<file path="src/rtl/kbd_remap_pkg.sv">
// Shared types, modifier and usage constants, and the override table for the report remapper.
package kbd_remap_pkg;

   localparam int unsigned SlotCount = 6;
   localparam int unsigned RowCount  = 10;

   typedef logic [7:0] byte_type;
   typedef byte_type [SlotCount-1:0] slots_type;

   localparam byte_type MASK_LCTL   = 8'h01;
   localparam byte_type MASK_LSFT   = 8'h02;
   localparam byte_type MASK_LALT   = 8'h04;
   localparam byte_type MASK_LGUI   = 8'h08;
   localparam byte_type MASK_RCTL   = 8'h10;
   localparam byte_type MASK_RSFT   = 8'h20;
   localparam byte_type MASK_RGUI   = 8'h80;
   localparam byte_type MASK_HYPER  = MASK_LCTL | MASK_LSFT | MASK_LALT | MASK_LGUI;
   localparam byte_type MASK_ALL    = 8'hFF;
   localparam byte_type MASK_SHIFTS = MASK_LSFT | MASK_RSFT;
   localparam byte_type MASK_NONE   = 8'h00;

   localparam byte_type KEY_NONE  = 8'h00;
   localparam byte_type KEY_M     = 8'h10;
   localparam byte_type KEY_S     = 8'h16;
   localparam byte_type KEY_BSPC  = 8'h2A;
   localparam byte_type KEY_TAB   = 8'h2B;
   localparam byte_type KEY_HOME  = 8'h4A;
   localparam byte_type KEY_DEL   = 8'h4C;
   localparam byte_type KEY_END   = 8'h4D;
   localparam byte_type KEY_RIGHT = 8'h4F;
   localparam byte_type KEY_LEFT  = 8'h50;
   localparam byte_type KEY_F13   = 8'h68;
   localparam byte_type KEY_F21   = 8'h70;

   typedef struct packed {
      byte_type need;
      byte_type deny;
      byte_type key;
      byte_type put_mods;
      byte_type put_key;
   } row_type;

   // Rows are listed in priority order; the first hit wins.
   localparam row_type OverrideTable [RowCount] = '{
      '{MASK_LGUI, MASK_SHIFTS, KEY_LEFT,  MASK_LALT,  KEY_NONE},
      '{MASK_LGUI, MASK_SHIFTS, KEY_RIGHT, MASK_LALT,  KEY_NONE},
      '{MASK_LGUI, MASK_SHIFTS, KEY_BSPC,  MASK_LALT,  KEY_NONE},
      '{MASK_LGUI, MASK_SHIFTS, KEY_DEL,   MASK_LALT,  KEY_NONE},
      '{MASK_LGUI, MASK_NONE,   KEY_TAB,   MASK_LCTL,  KEY_NONE},
      '{MASK_LCTL, MASK_NONE,   KEY_TAB,   MASK_LGUI,  KEY_NONE},
      '{MASK_NONE, MASK_ALL,    KEY_HOME,  MASK_LGUI,  KEY_LEFT},
      '{MASK_NONE, MASK_ALL,    KEY_END,   MASK_LGUI,  KEY_RIGHT},
      '{MASK_NONE, MASK_ALL,    KEY_F13,   MASK_HYPER, KEY_M},
      '{MASK_NONE, MASK_ALL,    KEY_F21,   MASK_HYPER, KEY_S}
   };

   // Left Ctrl and left GUI trade places; right GUI also lands on left Ctrl.
   function automatic byte_type swap_mods(input byte_type m);
      byte_type r;
      r = m & ~(MASK_LCTL | MASK_LGUI | MASK_RGUI);
      if ((m & MASK_LCTL) != MASK_NONE) r = r | MASK_LGUI;
      if ((m & (MASK_LGUI | MASK_RGUI)) != MASK_NONE) r = r | MASK_LCTL;
      return r;
   endfunction

endpackage

</file>
<file path="src/rtl/keyboard_report_modifier_remap.sv">
// Top level of the keyboard report modifier remapper: input register, remap logic, result register.
//
// Usage:
//   An item is one keyboard report: a modifier byte and six key slots. It is
//   accepted at a rising edge with start high and busy low. busy never rises,
//   so a new item can be taken in every cycle.
//   Each result appears on the rsp_ ports for exactly one cycle, marked by
//   rsp_valid. An item sits in the input register after its accepting
//   edge, then passes the remap logic into the result register, which
//   drives the rsp_ ports. Results leave in acceptance order at one per
//   cycle; the receiver cannot stall.
//   The csr_ port writes mac_mode (bit 0 of csr_wdata) when csr_we is high.
//   With mac_mode low a report passes unchanged; with it high the modifier
//   swap and the ten-row override table are applied. Write it only while no
//   item is in flight.
//   Reset is synchronous and active high. It clears mac_mode and drops any
//   items in flight; no result appears for them.
module keyboard_report_modifier_remap (
   input  logic                    clock,
   input  logic                    reset,
   input  logic                    start,
   output logic                    busy,
   input  kbd_remap_pkg::byte_type req_modifiers_in,
   input  kbd_remap_pkg::byte_type req_key_in_0,
   input  kbd_remap_pkg::byte_type req_key_in_1,
   input  kbd_remap_pkg::byte_type req_key_in_2,
   input  kbd_remap_pkg::byte_type req_key_in_3,
   input  kbd_remap_pkg::byte_type req_key_in_4,
   input  kbd_remap_pkg::byte_type req_key_in_5,
   output logic                    rsp_valid,
   output kbd_remap_pkg::byte_type rsp_modifiers_out,
   output kbd_remap_pkg::byte_type rsp_key_out_0,
   output kbd_remap_pkg::byte_type rsp_key_out_1,
   output kbd_remap_pkg::byte_type rsp_key_out_2,
   output kbd_remap_pkg::byte_type rsp_key_out_3,
   output kbd_remap_pkg::byte_type rsp_key_out_4,
   output kbd_remap_pkg::byte_type rsp_key_out_5,
   input  logic                    csr_we,
   input  logic                    csr_wdata
);
   import kbd_remap_pkg::*;

   logic      mac_mode_ff;
   logic      in_valid_ff;
   logic      in_mode_ff;
   byte_type  in_mods_ff;
   slots_type in_keys_ff;
   logic      rsp_valid_ff;
   byte_type  rsp_mods_ff;
   slots_type rsp_keys_ff;

   byte_type           swapped;
   logic [RowCount-1:0] row_hit;
   byte_type           mods_in;
   slots_type          keys_in;
   logic [SlotCount-1:0] in_nz;
   logic [SlotCount-1:0] out_nz;

   assign busy = 1'b0;

   always_ff @(posedge clock) begin
      if (reset) begin
         mac_mode_ff  <= 1'b0;
         in_valid_ff  <= 1'b0;
         rsp_valid_ff <= 1'b0;
      end else begin
         if (csr_we) begin
            mac_mode_ff <= csr_wdata;
         end
         in_valid_ff  <= start;
         rsp_valid_ff <= in_valid_ff;
      end
   end

   always_ff @(posedge clock) begin
      in_mode_ff  <= mac_mode_ff;
      in_mods_ff  <= req_modifiers_in;
      in_keys_ff  <= {req_key_in_5, req_key_in_4, req_key_in_3,
                      req_key_in_2, req_key_in_1, req_key_in_0};
      rsp_mods_ff <= mods_in;
      rsp_keys_ff <= keys_in;
   end

   // Every row is tested in parallel against the swapped modifiers.
   always_comb begin
      logic present;
      swapped = swap_mods(in_mods_ff);
      for (int r = 0; r < RowCount; r++) begin
         present = 1'b0;
         for (int s = 0; s < SlotCount; s++) begin
            if (in_keys_ff[s] == OverrideTable[r].key) present = 1'b1;
         end
         row_hit[r] = present && (OverrideTable[r].key != KEY_NONE)
            && ((swapped & OverrideTable[r].need) == OverrideTable[r].need)
            && !((OverrideTable[r].deny != MASK_NONE)
                 && ((swapped & ~OverrideTable[r].need & OverrideTable[r].deny)
                     != MASK_NONE));
      end
   end

   // Only the highest-priority hit is applied.
   always_comb begin
      logic    found;
      logic    cleared;
      logic    placed;
      row_type sel;
      found   = 1'b0;
      cleared = 1'b0;
      placed  = 1'b0;
      sel     = OverrideTable[0];
      for (int r = 0; r < RowCount; r++) begin
         if (row_hit[r] && !found) begin
            found = 1'b1;
            sel   = OverrideTable[r];
         end
      end
      mods_in = in_mods_ff;
      keys_in = in_keys_ff;
      if (in_mode_ff) begin
         mods_in = swapped;
         if (found) begin
            mods_in = (swapped & ~sel.need) | sel.put_mods;
            if (sel.put_key != KEY_NONE) begin
               for (int s = 0; s < SlotCount; s++) begin
                  if (!cleared && keys_in[s] == sel.key) begin
                     keys_in[s] = KEY_NONE;
                     cleared    = 1'b1;
                  end
               end
               for (int s = 0; s < SlotCount; s++) begin
                  if (!placed && keys_in[s] == KEY_NONE) begin
                     keys_in[s] = sel.put_key;
                     placed     = 1'b1;
                  end
               end
            end
         end
      end
   end

   assign rsp_valid         = rsp_valid_ff;
   assign rsp_modifiers_out = rsp_mods_ff;
   assign rsp_key_out_0     = rsp_keys_ff[0];
   assign rsp_key_out_1     = rsp_keys_ff[1];
   assign rsp_key_out_2     = rsp_keys_ff[2];
   assign rsp_key_out_3     = rsp_keys_ff[3];
   assign rsp_key_out_4     = rsp_keys_ff[4];
   assign rsp_key_out_5     = rsp_keys_ff[5];

   always_comb begin
      for (int s = 0; s < SlotCount; s++) begin
         in_nz[s]  = in_keys_ff[s] != KEY_NONE;
         out_nz[s] = rsp_keys_ff[s] != KEY_NONE;
      end
   end

   a_result_follows_item: assert property (@(posedge clock) disable iff (reset)
      in_valid_ff |=> rsp_valid)
      else $error("accepted item produced no result");

   a_result_has_item: assert property (@(posedge clock) disable iff (reset)
      rsp_valid |-> $past(start, 2))
      else $error("result without an accepted item");

   a_passthrough: assert property (@(posedge clock) disable iff (reset)
      (in_valid_ff && !in_mode_ff) |=>
         (rsp_modifiers_out == $past(in_mods_ff)) && (rsp_keys_ff == $past(in_keys_ff)))
      else $error("report changed with remapping off");

   a_key_count_kept: assert property (@(posedge clock) disable iff (reset)
      in_valid_ff |=> $countones(out_nz) == $past($countones(in_nz)))
      else $error("number of occupied key slots changed");

endmodule

</file>
<file path="config.mk">
export PLATFORM = sky130hd
export DESIGN_NAME = keyboard_report_modifier_remap
export DESIGN_NICKNAME = d
export VERILOG_FILES = /design/src/rtl/kbd_remap_pkg.sv /design/src/rtl/keyboard_report_modifier_remap.sv
export SDC_FILE = /design/constraint.sdc
export NUM_CORES = 1
export LEC_CHECK = 0
export BUFFER_PORTS_ARGS = -buffer_cell sky130_fd_sc_hd__buf_2
export CAP_MARGIN = 5
export CORE_MARGIN = 2
export CORE_UTILIZATION = 40
export CTS_CLUSTER_SIZE = 30
export DETAILED_ROUTE_END_ITERATION = 8
export GPL_TIMING_DRIVEN = 0
export PLACE_DENSITY = 0.71
export REMOVE_ABC_BUFFERS = 1
export SKIP_CTS_REPAIR_TIMING = 1
export SLEW_MARGIN = 10
export SYNTH_ARGS = -nofsm -noshare
export SYNTH_HDL_FRONTEND = slang
export SYNTH_SLANG_ARGS = --single-unit
</file>
<file path="constraint.sdc">
create_clock -name clock -period 4.12 [get_ports clock]
set_input_delay 0.412 -clock clock [delete_from_list [all_inputs] [get_ports clock]]
set_output_delay 0.412 -clock clock [all_outputs]
set_load 0.02 [all_outputs]
</file>
# Word level (Yosys, flattened, before mapping)
# Cells that the tools add are included.
# classes
n_addsub	0
reduce_logical	64
multipliers	0
shift	0
bitwise	3
div_mod_pow	0
n_eq_ne	60
muxes	150
order_cmp	0
# op_table
cell	n
8-bit by 7-bit equality test with 1-bit output, second input constant	42
8-bit two-way mux	32
36-bit two-way mux	5
48-bit two-way mux	3
1-bit two-way mux	105
8-bit by 6-bit equality test with 1-bit output, second input constant	12
8-bit equality test	6
8-bit zero test	6
23-bit two-way mux	2
1-bit logical AND	33
8-bit nonzero test	4
30-bit two-way mux	1
1-bit zero test	21
21-bit two-way mux	1
7-bit by 8-bit AND with 8-bit output	1
4-bit NOT with 8-bit output	1
8-bit bitwise OR	1
4-bit two-way mux	1
# word_totals
output_inout_bits	58
ff_bits	116
in_bits	61
memories	0
latch_bits	0
ramBits	0
mem_bits_ro	0
wordCells	295

# Depth between registers and ports, before layout
# Gate-level depths: netlist (run 1).
# depth
depth_word	78
mapped_depth	16
ltp_nobuf	12

# Worst setup path before layout (run 1)
# No wires, ideal clock.
# synth_timing
kind	reg-to-reg
startpoint	register in_keys_ff[8] (netlist name)
endpoint	register rsp_keys_ff, in the netlist rsp_key_out_2[6]
t_arrival_ns	3.260
setup_time_ns	0.117
required_time_ns	4.003
synth_period_minus_slack_ns	3.377
stages_incl_launch_ff	15
path_buffers	3
setup_slack_ns	0.743
cell_sequence	dfxtp_1 buf_2 and4_1 a2bb2o_4 a211oi_1 nand3b_1 or3b_1 o221a_1 buf_6 mux2i_4 nor4_4 nand4_4 or2_0 buf_2 a22o_1
# synth_lines
item	line	source
start, declared	keyboard_report_modifier_remap.sv:47	slots_type in_keys_ff;
start signal, assigned	keyboard_report_modifier_remap.sv:78	in_keys_ff <= {req_key_in_5, req_key_in_4, req_key_in_3,
end signal, assigned	keyboard_report_modifier_remap.sv:81	rsp_keys_ff <= keys_in;
end, declared	keyboard_report_modifier_remap.sv:50	slots_type rsp_keys_ff;

==> results_tabular.tex, run 1 <==
\begin{tabular}{lr}
\hline
Metric & Value \\
\hline
\multicolumn{2}{l}{\textbf{Outcome}} \\
\quad Run status & complete, no violations \\
\multicolumn{2}{l}{\textbf{Yosys}} \\
\quad Number of synthesized flops with an enable pin & 0 \\
\quad Post-synthesis instance total & 530 \\
\quad Proportion of synthesized flip-flops having asynchronous set or reset & 0 \\
\quad Average instance area after synthesis & just under 10 um2 \\
\quad Part of the Yosys area used for sequential elements & 0.443 \\
\quad Syn Std Cell Area & about 0.0052 mm2 \\
\quad Synthesized flop and latch total & approximately 120 \\
\quad Synth cell types & 92 \\
\quad Synth warnings & 0 \\
\quad Dominant register cell in the synthesized netlist & sky130\_fd\_sc\_hd\_\_dfxtp\_1 \\
\multicolumn{2}{l}{\textbf{Place}} \\
\quad Area of placed instances & slightly below 0.006 mm2 \\
\quad Worst slack after detailed placement & -0.223 ns \\
\quad Number of input and output port buffers inserted & between 100 and 150 \\
\quad HPWL reported at the end of detailed placement & $\sim$12000 um \\
\quad Placed Cells & 783 \\
\quad Routability congestion estimate & 0.983 \\
\multicolumn{2}{l}{\textbf{Pwr}} \\
\quad Seq pwr share & 0.400 \\
\quad Internal power & about 2.5 mW \\
\quad Proportion of power drawn by the clock network & 0.528 \\
\quad Part of the total power dissipated in combinational logic & 0.072 \\
\quad Switching power & slightly below 0.7 mW \\
\quad Peak ir drop on the vdd network & 0.361 mV \\
\quad Total power divided by cell area & 473 mW/mm2 \\
\quad Switching part of the total & 0.217 \\
\quad Leakage power total & approximately 2.8 nW \\
\multicolumn{2}{l}{\textbf{Route}} \\
\quad TritonRoute pass-1 iters & 5 \\
\quad Final WL & approximately 16000 um \\
\quad ANT nets after route & 0 \\
\quad Count of routing violations after the opening detailed-route iteration & 326 \\
\quad Total via count in the routed design & 4590 \\
\quad Via-per-instance ratio & between 5 and 6 \\
\quad Total DRC errors in the routed layout & 0 \\
\quad Routed wire length per instance & between 15 and 20 um \\
\multicolumn{2}{l}{\textbf{Final layout}} \\
\quad Area of the multi-input gates & $\sim$0.0028 mm2 \\
\quad Top library cells by usage in the layout, fill and taps aside & sky130\_fd\_sc\_hd\_\_buf\_2, sky130\_fd\_sc\_hd\_\_dfxtp\_1, sky130\_fd\_sc\_hd\_\_nor2\_1, sky130\_fd\_sc\_hd\_\_nand2\_1, sky130\_fd\_sc\_hd\_\_nand4\_1 \\
\quad Net count reported at finish & 697 \\
\quad Filler-free cell count of the finished design & 821 \\
\quad Layout area overhead & 27.1\% \\
\quad Filler cells & 1201 \\
\quad Number of antenna cells inserted & 0 \\
\quad Sequential standard cell area & around 0.0023 mm2 \\
\quad Most common library cell in the layout ignoring fill and taps & sky130\_fd\_sc\_hd\_\_buf\_2 \\
\quad Post-Route Utilization & 0.524 \\
\quad Proportion of layout cells with a drive suffix above 1 & 0.325 \\
\quad Post-layout instance area & 0.00667 mm2 \\
\multicolumn{2}{l}{\textbf{Timing}} \\
\quad Least-Margin Pin Slew & between 0.7 and 0.8 ns \\
\quad Worst Hold Margin & roughly 0.09 ns \\
\quad Count of endpoints failing hold in the final timing report & 0 \\
\quad Share of the cycle needed by the critical path after routing & 0.958 \\
\quad Setup Viol. Count Final & 0 \\
\quad Period minus WS final & between 3 and 4 ns \\
\quad Worst rel slew slack & 0.522 \\
\quad Final worst-path setup slack & about 0.17 ns \\
\quad Peak clock frequency supported by timing & roughly 250 MHz \\
\quad Number of max-slew violations in the final report & 0 \\
\quad Clock skew & approximately 0.0077 ns \\
\multicolumn{2}{l}{\textbf{Worst setup path}} \\
\quad Data arrival at the endpoint of the critical path & approximately 4.3 ns \\
\quad Worst reg-to-reg path cell count & 11 \\
\quad Worst setup SP type & flop \\
\quad Path length in cells of the critical path & 11 \\
\quad Critical path's largest stage delay & between 0.5 and 0.6 ns \\
\quad Setup CP Type & flop to flop \\
\quad Sum of buffers and inverters on the critical path & 0 \\
\quad Max Fanout on Critical Path & 10 \\
\quad Setup crit end kind & flop \\
\quad Chain of cells forming the critical path & nor4b\_1, a22oi\_1, nand4\_1, and4bb\_2, a2bb2oi\_2, o221a\_4, mux2i\_4, nor4\_4, nand4\_4, or2\_1, a22o\_1 \\
\quad Standard cell with the maximum stage delay on the critical path & sky130\_fd\_sc\_hd\_\_dfxtp\_1 \\
\quad Worst R2R Setup Slack & 0.17 ns \\
\quad Critical path's top delay family & simple AND/OR/NAND/NOR gates \\
\quad Req. time, crit path & about 4.4 ns \\
\multicolumn{2}{l}{\textbf{CTS}} \\
\quad CTS H-Tree Depth & 4 \\
\quad Clock tree from TritonCTS & done \\
\quad Sink Count & between 100 and 150 \\
\quad Number of buffers created by CTS & 17 \\
\quad Buffer depth of the longest clock path & 2 \\
\quad CTS Root Cell & sky130\_fd\_sc\_hd\_\_clkbuf\_16 \\
\quad Worst-skew pair later-pin latency & approximately 0.42 ns \\
\quad Worst-path clk slew & 0.05 ns \\
\multicolumn{2}{l}{\textbf{Global routing}} \\
\quad GR Overflow Total & 0 \\
\quad Pin count of the biggest net entering global routing & 17 \\
\quad Total routing usage reported by global routing & 0.230 \\
\quad Via count of the first global-routing pass & between 4000 and 5000 \\
\quad First-pass GRT wire length & $\sim$24000 um \\
\quad Antenna violations before repair & 0 \\
\multicolumn{2}{l}{\textbf{Run}} \\
\quad Max-capacitance violation count & 0 \\
\multicolumn{2}{l}{\textbf{Min path}} \\
\quad Class of the most critical hold timing path & input pin to flop \\
\quad Hold path depth & 1 \\
\multicolumn{2}{l}{\textbf{Floorplan}} \\
\quad Initial Util & 0.412 \\
\quad Number of placement rows & between 40 and 50 \\
\quad Die height & approximately 120 um \\
\quad Num ports & 119 \\
\quad Die Span X & roughly 120 um \\
\quad Area of the die & around 0.014 mm2 \\
\quad Area of the core region & between 0.01 and 0.015 mm2 \\
\hline
\end{tabular}
cells in the mapped netlist, types with 4 or more instances:
cell type / instances / area share
sky130_fd_sc_hd__a211o_1: 4 / 0.0067
sky130_fd_sc_hd__a21o_1: 9 / 0.013
sky130_fd_sc_hd__a21oi_1: 6 / 0.0057
sky130_fd_sc_hd__a22o_1: 10 / 0.017
sky130_fd_sc_hd__and2_1: 10 / 0.012
sky130_fd_sc_hd__buf_2: 21 / 0.020
sky130_fd_sc_hd__clkbuf_1: 11 / 0.0079
sky130_fd_sc_hd__dfxtp_1: 116 / 0.44
sky130_fd_sc_hd__inv_1: 11 / 0.0079
sky130_fd_sc_hd__nand2_1: 35 / 0.025
sky130_fd_sc_hd__nand2b_1: 11 / 0.013
sky130_fd_sc_hd__nand3_1: 15 / 0.014
sky130_fd_sc_hd__nand4_1: 23 / 0.027
sky130_fd_sc_hd__nand4b_1: 5 / 0.0084
sky130_fd_sc_hd__nor2_1: 38 / 0.027
sky130_fd_sc_hd__nor2b_1: 16 / 0.019
sky130_fd_sc_hd__nor3_1: 7 / 0.0067
sky130_fd_sc_hd__nor4_1: 9 / 0.011
sky130_fd_sc_hd__nor4b_1: 9 / 0.015
sky130_fd_sc_hd__nor4b_2: 4 / 0.011
sky130_fd_sc_hd__nor4bb_1: 7 / 0.013
sky130_fd_sc_hd__o21ai_0: 10 / 0.0095
sky130_fd_sc_hd__o22ai_1: 4 / 0.0048
sky130_fd_sc_hd__o2bb2ai_1: 17 / 0.028
sky130_fd_sc_hd__or2_2: 5 / 0.0060
sky130_fd_sc_hd__xnor2_1: 18 / 0.030
sky130_fd_sc_hd__xor2_1: 8 / 0.013
through the flow:
stage	setup TNS [ns]	total power, mW
2_1_floorplan	0	1.40
3_3_place_gp	-3.56	1.50
3_5_place_dp	-4.77	1.50
4_1_cts	-4.59	3.17
5_1_grt	-0.0144	3.25
6_report	0	3.16
power groups by stage:
stage / clock network [mW] / registers, mW / logic, mW
detailed placement: 0 / 1.28 / 0.221
global route: 1.74 / 1.27 / 0.245
finish: 1.67 / 1.26 / 0.227
CTS: 1.69 / 1.26 / 0.223
global placement: 0 / 1.28 / 0.217
floorplan: 0 / 1.30 / 0.105
path summary, 6_finish.rpt:
| path | startpoint | endpoint |
|---|---|---|
| worst min register to register | in_mods_ff[4] | rsp_modifiers_out[4] |
| worst max register to register | in_keys_ff[13] | rsp_key_out_2[6] |
| worst min-delay path | req_modifiers_in[1] | in_mods_ff[1] |
| worst max-delay path | in_keys_ff[13] | rsp_key_out_2[6] |
state kept, by name (all words and copies together) (netlist names), 8 cells and up:
register	cells
in_keys_ff	48
in_mods_ff	8
rsp_key_out_0	8
rsp_key_out_1	8
rsp_key_out_2	8
rsp_key_out_3	8
rsp_key_out_4	8
rsp_key_out_5	8
rsp_modifiers_out	8
cells by family (layout without fill, tap and decap cells):
family	Yosys count	in the layout	share of synthesized area
buffers and inverters	48	167	0.0451
muxes	3	3	0.00811
xor gates and xnor gates	26	26	0.0434
DFF	116	116	0.443
AOI/OAI and AO/OA	105	105	0.177
other	1	1	0.000715
and+or+nand+nor	231	231	0.283
per-layer routing:
metal	GRT usage	part of all wire
met2	0.339	0.44
met1	0.318	0.45
met4	0.106	0.029
met5	0	0
met3	0.0516	0.082
cell type report:
type | count | share of cell area
multi-input cells | 366 | 0.413
clock buffers | 22 | 0.0711
well taps | 172 | 0.0323
inverters | 11 | 0.00619
flip-flops and latches | 116 | 0.349
repair buffers | 124 | 0.0982
clock inverters | 10 | 0.0300
Power figures use the tool's default switching activity.
==> run 2: changes to the inputs <==
CORE_MARGIN = default   (was 2)
clock period = 4.1 ns   (was 4.12 ns; I/O delays follow)
==> run 2 against run 1 <==
  * Flip-flop and latch count is the same
  * Count of clock-buffer cells in the layout shrank 1
  * Via count up 0.59%
  * Register-to-register slack about the same
==> results_tabular.tex, run 2 (same netlist as run 1, synthesis figures left out) <==
\begin{tabular}{lr}
\hline
Metric & Value \\
\hline
\multicolumn{2}{l}{\textbf{Place}} \\
\quad Number of input and output port buffers inserted & 117 (unchanged) \\
\quad HPWL reported at the end of detailed placement & 11800 um (-0.66\%) \\
\quad Routability congestion estimate & 0.945 (-3.9\%) \\
\quad Placed Cells & 783 (unchanged) \\
\quad Area of placed instances & 0.00586 mm2 (unchanged) \\
\multicolumn{2}{l}{\textbf{Floorplan}} \\
\quad Area of the die & 0.0136 mm2 (-3.3\%) \\
\quad Area of the core region & 0.0127 mm2 (unchanged) \\
\quad Die Span X & 116 um (-1.7\%) \\
\quad Die height & 116 um (-1.7\%) \\
\quad Initial Util & 0.412 (unchanged) \\
\quad Num ports & 119 (unchanged) \\
\quad Number of placement rows & 41 (unchanged) \\
\multicolumn{2}{l}{\textbf{Timing}} \\
\quad Setup Viol. Count Final & 0 (unchanged) \\
\quad Peak clock frequency supported by timing & 254 MHz (+0.34\%) \\
\quad Clock skew & 0.00780 ns (+0.0000513 ns) \\
\quad Worst Hold Margin & 0.0893 ns (-0.000278 ns) \\
\quad Least-Margin Pin Slew & 0.666 ns (-0.0445 ns) \\
\quad Share of the cycle needed by the critical path after routing & 0.959 (+0.00140) \\
\quad Period minus WS final & 3.93 ns (-0.0134 ns) \\
\quad Number of max-slew violations in the final report & 0 (unchanged) \\
\quad Worst rel slew slack & 0.555 (+0.0330) \\
\quad Unrepaired setup endpoints after global routing & false \\
\quad Count of endpoints failing hold in the final timing report & 0 (unchanged) \\
\multicolumn{2}{l}{\textbf{Final layout}} \\
\quad Most flops, register & in\_keys\_ff \\
\quad Sequential standard cell area & 0.00233 mm2 (unchanged) \\
\quad Area of the multi-input gates & 0.00276 mm2 (+0.14\%) \\
\quad Net count reported at finish & 698 (+0.14\%) \\
\quad Layout area overhead & 26.1\% \\
\quad Post-layout instance area & 0.00661 mm2 (-0.83\%) \\
\quad Number of flip-flops under the largest register name & 48 (unchanged) \\
\quad Top library cells by usage in the layout, fill and taps aside & sky130\_fd\_sc\_hd\_\_buf\_2, sky130\_fd\_sc\_hd\_\_dfxtp\_1, sky130\_fd\_sc\_hd\_\_nor2\_1, sky130\_fd\_sc\_hd\_\_nand2\_1, sky130\_fd\_sc\_hd\_\_nand4\_1 \\
\quad Filler cells & 1176 (-2.1\%) \\
\quad Proportion of layout cells with a drive suffix above 1 & 0.326 (+0.00104) \\
\quad Filler-free cell count of the finished design & 822 (+0.12\%) \\
\quad Post-Route Utilization & 0.520 (-0.00433) \\
\quad Number of antenna cells inserted & 0 (unchanged) \\
\quad Most common library cell in the layout ignoring fill and taps & sky130\_fd\_sc\_hd\_\_buf\_2 \\
\multicolumn{2}{l}{\textbf{Global routing}} \\
\quad First-pass GRT wire length & 23600 um (-2.4\%) \\
\quad Total routing usage reported by global routing & 0.244 (+0.0140) \\
\quad Antenna violations before repair & 0 (unchanged) \\
\quad Pin count of the biggest net entering global routing & 17 (unchanged) \\
\quad GR Overflow Total & 0 (unchanged) \\
\quad Via count of the first global-routing pass & 4255 (-1.4\%) \\
\multicolumn{2}{l}{\textbf{Route}} \\
\quad Routed wire length per instance & 19.1 um (-1.5\%) \\
\quad TritonRoute pass-1 iters & 4 (-1) \\
\quad Count of routing violations after the opening detailed-route iteration & 270 (-17\%) \\
\quad ANT nets after route & 0 (unchanged) \\
\quad Final WL & 15700 um (-1.4\%) \\
\quad Via-per-instance ratio & 5.62 (+0.47\%) \\
\quad Total DRC errors in the routed layout & 0 (unchanged) \\
\quad Total via count in the routed design & 4617 (+0.59\%) \\
\multicolumn{2}{l}{\textbf{Worst setup path}} \\
\quad Sum of buffers and inverters on the critical path & 0 (unchanged) \\
\quad Max Fanout on Critical Path & 10 (unchanged) \\
\quad Setup CP Type & flop to flop \\
\quad Chain of cells forming the critical path & nor4\_2, a22o\_1, a21oi\_2, and4\_1, or3b\_1, o221a\_4, mux2i\_4, nor4\_4, nand4\_4, a2111oi\_4, a21o\_1 \\
\quad Reg-to-Reg Start & in\_keys\_ff[24] \\
\quad Critical path's largest stage delay & 0.56 ns (-0.02 ns) \\
\quad Critical path's top delay family & simple AND/OR/NAND/NOR gates \\
\quad Req. time, crit path & 4.46 ns (+0.03 ns) \\
\quad Setup crit end kind & flop \\
\quad Standard cell with the maximum stage delay on the critical path & sky130\_fd\_sc\_hd\_\_dfxtp\_1 \\
\quad Worst setup SP type & flop \\
\quad Beginning of the critical path & in\_keys\_ff[24] \\
\quad Data arrival at the endpoint of the critical path & 4.29 ns (+0.04 ns) \\
\multicolumn{2}{l}{\textbf{CTS}} \\
\quad CTS H-Tree Depth & 4 (unchanged) \\
\quad Buffer depth of the longest clock path & 2 (unchanged) \\
\quad CTS Root Cell & sky130\_fd\_sc\_hd\_\_clkbuf\_16 \\
\quad Worst-path clk slew & 0.05 ns (about the same) \\
\quad Worst-skew pair later-pin latency & 0.42 ns (about the same) \\
\quad Number of buffers created by CTS & 17 (unchanged) \\
\quad Sink Count & 116 (unchanged) \\
\quad Clock tree from TritonCTS & done \\
\multicolumn{2}{l}{\textbf{Outcome}} \\
\quad Run status & complete, no violations \\
\multicolumn{2}{l}{\textbf{Pwr}} \\
\quad Part of the total power dissipated in combinational logic & 0.077 (+0.005) \\
\quad Seq pwr share & 0.423 (+0.023) \\
\quad Switching part of the total & 0.226 (+0.00856) \\
\quad Internal power & 2.32 mW (-5.9\%) \\
\quad Total power divided by cell area & 454 mW/mm2 (-4.1\%) \\
\quad Switching power & 0.677 mW (-1.1\%) \\
\quad PnR Total Power & 3.00 mW (-4.9\%) \\
\quad Proportion of power drawn by the clock network & 0.500 (-0.028) \\
\quad Peak ir drop on the vdd network & 0.371 mV (+2.7\%) \\
\quad Leakage power total & 2.76 nW (-0.81\%) \\
\multicolumn{2}{l}{\textbf{Run}} \\
\quad Max-capacitance violation count & 0 (unchanged) \\
\multicolumn{2}{l}{\textbf{Min path}} \\
\quad Startpoint of the worst hold path & req\_key\_in\_5[1] \\
\quad Class of the most critical hold timing path & input pin to flop \\
\hline
\end{tabular}
==> run 2: changes by cell type in the layout (fill, tap and decap cells not counted), sizes merged <==
cell      before  now
bufinv         6    4
clkinv         4    6
buf          124  125
clkbuf        22   21
clkinvlp       0    1
==> run 2: routing by layer <==
metal	global-route usage	wire length (um)	up-vias
met5	0	0	-
met4	0.110	498	0
met3	0.0825	1340	33
met2	0.366	6980	224
met1	0.316	6920	2185
li1	-	-	2175
==> run 2: path summary, 6_finish.rpt <==
path / to / slack, ns / cells after the start
max: rsp_key_out_2[3] / 0.17 / 11
min: in_keys_ff[41] / 0.09 / 1
max reg2reg: rsp_key_out_2[3] / 0.17 / 11
min reg2reg: rsp_modifiers_out[5] / 0.35 / 0
==> run 2: final cells by class <==
| class | count | area share |
|---|---|---|
| clock buffers | 21 | 0.0681 |
| clock inverters | 11 | 0.0239 |
| inverters | 11 | 0.00625 |
| multi-input cells | 366 | 0.417 |
| flip-flops and latches | 116 | 0.352 |
| well taps | 172 | 0.0326 |
| repair buffers | 125 | 0.100 |
==> run 2: power by group through the flow <==
stage / registers (mW) / logic (mW) / clock network [mW]
6_report: 1.27 / 0.230 / 1.50
2_1_floorplan: 1.30 / 0.106 / 0
4_1_cts: 1.27 / 0.224 / 1.53
3_3_place_gp: 1.29 / 0.218 / 0
3_5_place_dp: 1.29 / 0.222 / 0
5_1_grt: 1.28 / 0.249 / 1.58
==> run 2: stage by stage <==
stage / TNS (ns) / setup slack [ns]
floorplan: 0 / 0.666
global placement: -4.44 / -0.293
detailed placement: -3.53 / -0.299
CTS: -4.12 / -0.314
global route: 0 / 0.0373
finish: 0 / 0.167
==> run 3: changes to the inputs <==
PLACE_DENSITY = 0.73   (was 0.71)
clock period = 3.5 ns   (was 4.1 ns; I/O delays follow)
==> run 3 against run 2 <==
  * The run now ends with negative setup slack left
  * Sequential share of layout area down 2.3 points
  * Combinational power is 37% higher
  * Total power rose by 16%
  * Core utilization up 5.6 points
  * Hold slack got worse by 0.060 ns
  * Global-route usage grew 0.28 points
  * First-iteration DRC count grew 48%
  * Final area grew 11%
  * Clock power increased by 11%
  * Flip-flop and latch count stayed put
==> results_tabular.tex, run 3 (same netlist as run 1, synthesis figures left out) <==
\begin{tabular}{lr}
\hline
Metric & Value \\
\hline
\multicolumn{2}{l}{\textbf{Outcome}} \\
\quad Run status & complete, but fails checks \\
\quad Violations in the final reports & negative setup slack \\
\multicolumn{2}{l}{\textbf{CTS}} \\
\quad Worst-skew pair later-pin latency & 0.42 ns (about the same) \\
\quad CTS H-Tree Depth & 4 (unchanged) \\
\quad CTS Root Cell & sky130\_fd\_sc\_hd\_\_clkbuf\_16 \\
\quad Clock tree from TritonCTS & done \\
\quad Worst-path clk slew & 0.05 ns (about the same) \\
\quad Buffer depth of the longest clock path & 2 (unchanged) \\
\quad Sink Count & 116 (unchanged) \\
\quad Number of buffers created by CTS & 17 (unchanged) \\
\multicolumn{2}{l}{\textbf{Final layout}} \\
\quad Post-Route Utilization & 0.576 (+0.0560) \\
\quad Number of antenna cells inserted & 0 (unchanged) \\
\quad Net count reported at finish & 735 (+5.3\%) \\
\quad Proportion of layout cells with a drive suffix above 1 & 0.475 (+0.148) \\
\quad Sequential standard cell area & 0.00241 mm2 (+3.4\%) \\
\quad Filler-free cell count of the finished design & 859 (+4.5\%) \\
\quad Filler cells & 1123 (-4.5\%) \\
\quad Top library cells by usage in the layout, fill and taps aside & sky130\_fd\_sc\_hd\_\_buf\_2, sky130\_fd\_sc\_hd\_\_dfxtp\_1, sky130\_fd\_sc\_hd\_\_buf\_4, sky130\_fd\_sc\_hd\_\_nor2\_1, sky130\_fd\_sc\_hd\_\_nand2\_1 \\
\quad Most flops, register & in\_keys\_ff \\
\quad Area of the multi-input gates & 0.00314 mm2 (+14\%) \\
\quad Layout area overhead & 39.6\% \\
\quad Most common library cell in the layout ignoring fill and taps & sky130\_fd\_sc\_hd\_\_buf\_2 \\
\quad Number of flip-flops under the largest register name & 48 (unchanged) \\
\quad Post-layout instance area & 0.00732 mm2 (+11\%) \\
\multicolumn{2}{l}{\textbf{Place}} \\
\quad Area of placed instances & 0.00586 mm2 (unchanged) \\
\quad Routability congestion estimate & 0.946 (about the same) \\
\quad Placed Cells & 783 (unchanged) \\
\quad HPWL reported at the end of detailed placement & 12100 um (+2.1\%) \\
\quad Worst slack after detailed placement & -0.837 ns (-0.538 ns) \\
\quad Number of input and output port buffers inserted & 117 (unchanged) \\
\multicolumn{2}{l}{\textbf{Worst setup path}} \\
\quad Standard cell with the maximum stage delay on the critical path & sky130\_fd\_sc\_hd\_\_or3b\_4 \\
\quad Sum of buffers and inverters on the critical path & 0 (unchanged) \\
\quad Critical path's largest stage delay & 0.53 ns (-0.03 ns) \\
\quad Setup CP Type & flop to flop \\
\quad Critical path's top delay family & simple AND/OR/NAND/NOR gates \\
\quad Worst setup SP type & flop \\
\quad Beginning of the critical path & in\_keys\_ff[24] \\
\quad Chain of cells forming the critical path & nor4\_2, a22o\_1, a21oi\_4, and4\_4, or3b\_4, o221a\_4, mux2i\_1, nor4\_1, nand4\_1, or3b\_4, o2bb2ai\_1 \\
\quad Data arrival at the endpoint of the critical path & 3.88 ns (-0.41 ns) \\
\quad Reg-to-Reg Start & in\_keys\_ff[24] \\
\quad Req. time, crit path & 3.78 ns (-0.68 ns) \\
\quad Max Fanout on Critical Path & 8 (-2) \\
\quad Setup crit end kind & flop \\
\quad Top cell by count, worst path & sky130\_fd\_sc\_hd\_\_or3b\_4 \\
\multicolumn{2}{l}{\textbf{Route}} \\
\quad ANT nets after route & 0 (unchanged) \\
\quad TritonRoute pass-1 iters & 5 (+1) \\
\quad Via-per-instance ratio & 5.56 (-0.99\%) \\
\quad Final WL & 17000 um (+8.1\%) \\
\quad Total DRC errors in the routed layout & 0 (unchanged) \\
\quad Routed wire length per instance & 19.8 um (+3.4\%) \\
\quad Total via count in the routed design & 4777 (+3.5\%) \\
\quad Count of routing violations after the opening detailed-route iteration & 400 (+48\%) \\
\multicolumn{2}{l}{\textbf{Timing}} \\
\quad Worst Hold Margin & 0.0293 ns (-0.0600 ns) \\
\quad Number of max-slew violations in the final report & 0 (unchanged) \\
\quad Share of the cycle needed by the critical path after routing & 1.03 (+0.0713) \\
\quad Peak clock frequency supported by timing & 277 MHz (+9.0\%) \\
\quad Count of endpoints failing hold in the final timing report & 0 (unchanged) \\
\quad Clock skew & 0.0122 ns (+0.00442 ns) \\
\quad Unrepaired setup endpoints after global routing & true \\
\quad Period minus WS final & 3.61 ns (-0.326 ns) \\
\quad Setup Viol. Count Final & 19 (+19) \\
\quad Final worst-path setup slack & -0.107 ns (-0.274 ns) \\
\quad Worst rel slew slack & 0.580 (+0.0243) \\
\quad Least-Margin Pin Slew & 0.626 ns (-0.0391 ns) \\
\quad TNS Setup & -0.932 ns (-0.932 ns) \\
\multicolumn{2}{l}{\textbf{Run}} \\
\quad Max-capacitance violation count & 0 (unchanged) \\
\multicolumn{2}{l}{\textbf{Pwr}} \\
\quad Total power divided by cell area & 474 mW/mm2 (+4.5\%) \\
\quad Leakage power total & 3.04 nW (+9.9\%) \\
\quad Switching part of the total & 0.238 (+0.0128) \\
\quad Switching power & 0.828 mW (+22\%) \\
\quad Part of the total power dissipated in combinational logic & 0.091 (+0.014) \\
\quad PnR Total Power & 3.47 mW (+16\%) \\
\quad Internal power & 2.64 mW (+14\%) \\
\quad Proportion of power drawn by the clock network & 0.480 (-0.020) \\
\quad Seq pwr share & 0.429 (+0.006) \\
\quad Peak ir drop on the vdd network & 0.352 mV (-5.0\%) \\
\multicolumn{2}{l}{\textbf{Global routing}} \\
\quad Via count of the first global-routing pass & 4233 (-0.52\%) \\
\quad Pin count of the biggest net entering global routing & 17 (unchanged) \\
\quad GR Overflow Total & 0 (unchanged) \\
\quad Total routing usage reported by global routing & 0.247 (+0.00276) \\
\quad First-pass GRT wire length & 23800 um (+0.73\%) \\
\quad Antenna violations before repair & 0 (unchanged) \\
\multicolumn{2}{l}{\textbf{Floorplan}} \\
\quad Num ports & 119 (unchanged) \\
\quad Die Span X & 116 um (unchanged) \\
\quad Number of placement rows & 41 (unchanged) \\
\quad Area of the core region & 0.0127 mm2 (unchanged) \\
\quad Die height & 116 um (unchanged) \\
\quad Area of the die & 0.0136 mm2 (unchanged) \\
\quad Initial Util & 0.412 (unchanged) \\
\multicolumn{2}{l}{\textbf{Min path}} \\
\quad Startpoint of the worst hold path & req\_modifiers\_in[7] \\
\quad Class of the most critical hold timing path & input pin to flop \\
\hline
\end{tabular}
==> run 3: final cells by class <==
cell class	instances	area share
clock inverter	10	0.0144
tap	172	0.0294
inverter	11	0.00564
timing repair buffer	162	0.128
clock buffer	22	0.0648
multi-input combinational	366	0.429
sequential	116	0.329
==> run 3: power groups by stage <==
stage                     clock network (mW)  registers, mW  logic [mW]
after floorplan                            0           1.53       0.124
after global placement                     0           1.50       0.256
after detailed placement                   0           1.51       0.261
after CTS                               1.70           1.48       0.263
after global routing                    1.77           1.50       0.336
final                                   1.67           1.49       0.315
==> run 3: worst paths after layout <==
| check | slack [ns] | cells past startpoint | to |
|---|---|---|---|
| max | -0.11 | 11 | rsp_key_out_3[0] |
| min | 0.03 | 1 | in_mods_ff[7] |
| min reg2reg | 0.35 | 0 | in_mode_ff |
| max reg2reg | -0.11 | 11 | rsp_key_out_3[0] |
==> run 3: metal layers <==
metal,vias to the layer above,global-route usage,wire [um]
met5,-,0,0
met4,0,0.0974,410
met3,25,0.0602,966
met2,216,0.387,8150
met1,2293,0.325,7480
li1,2243,-,-
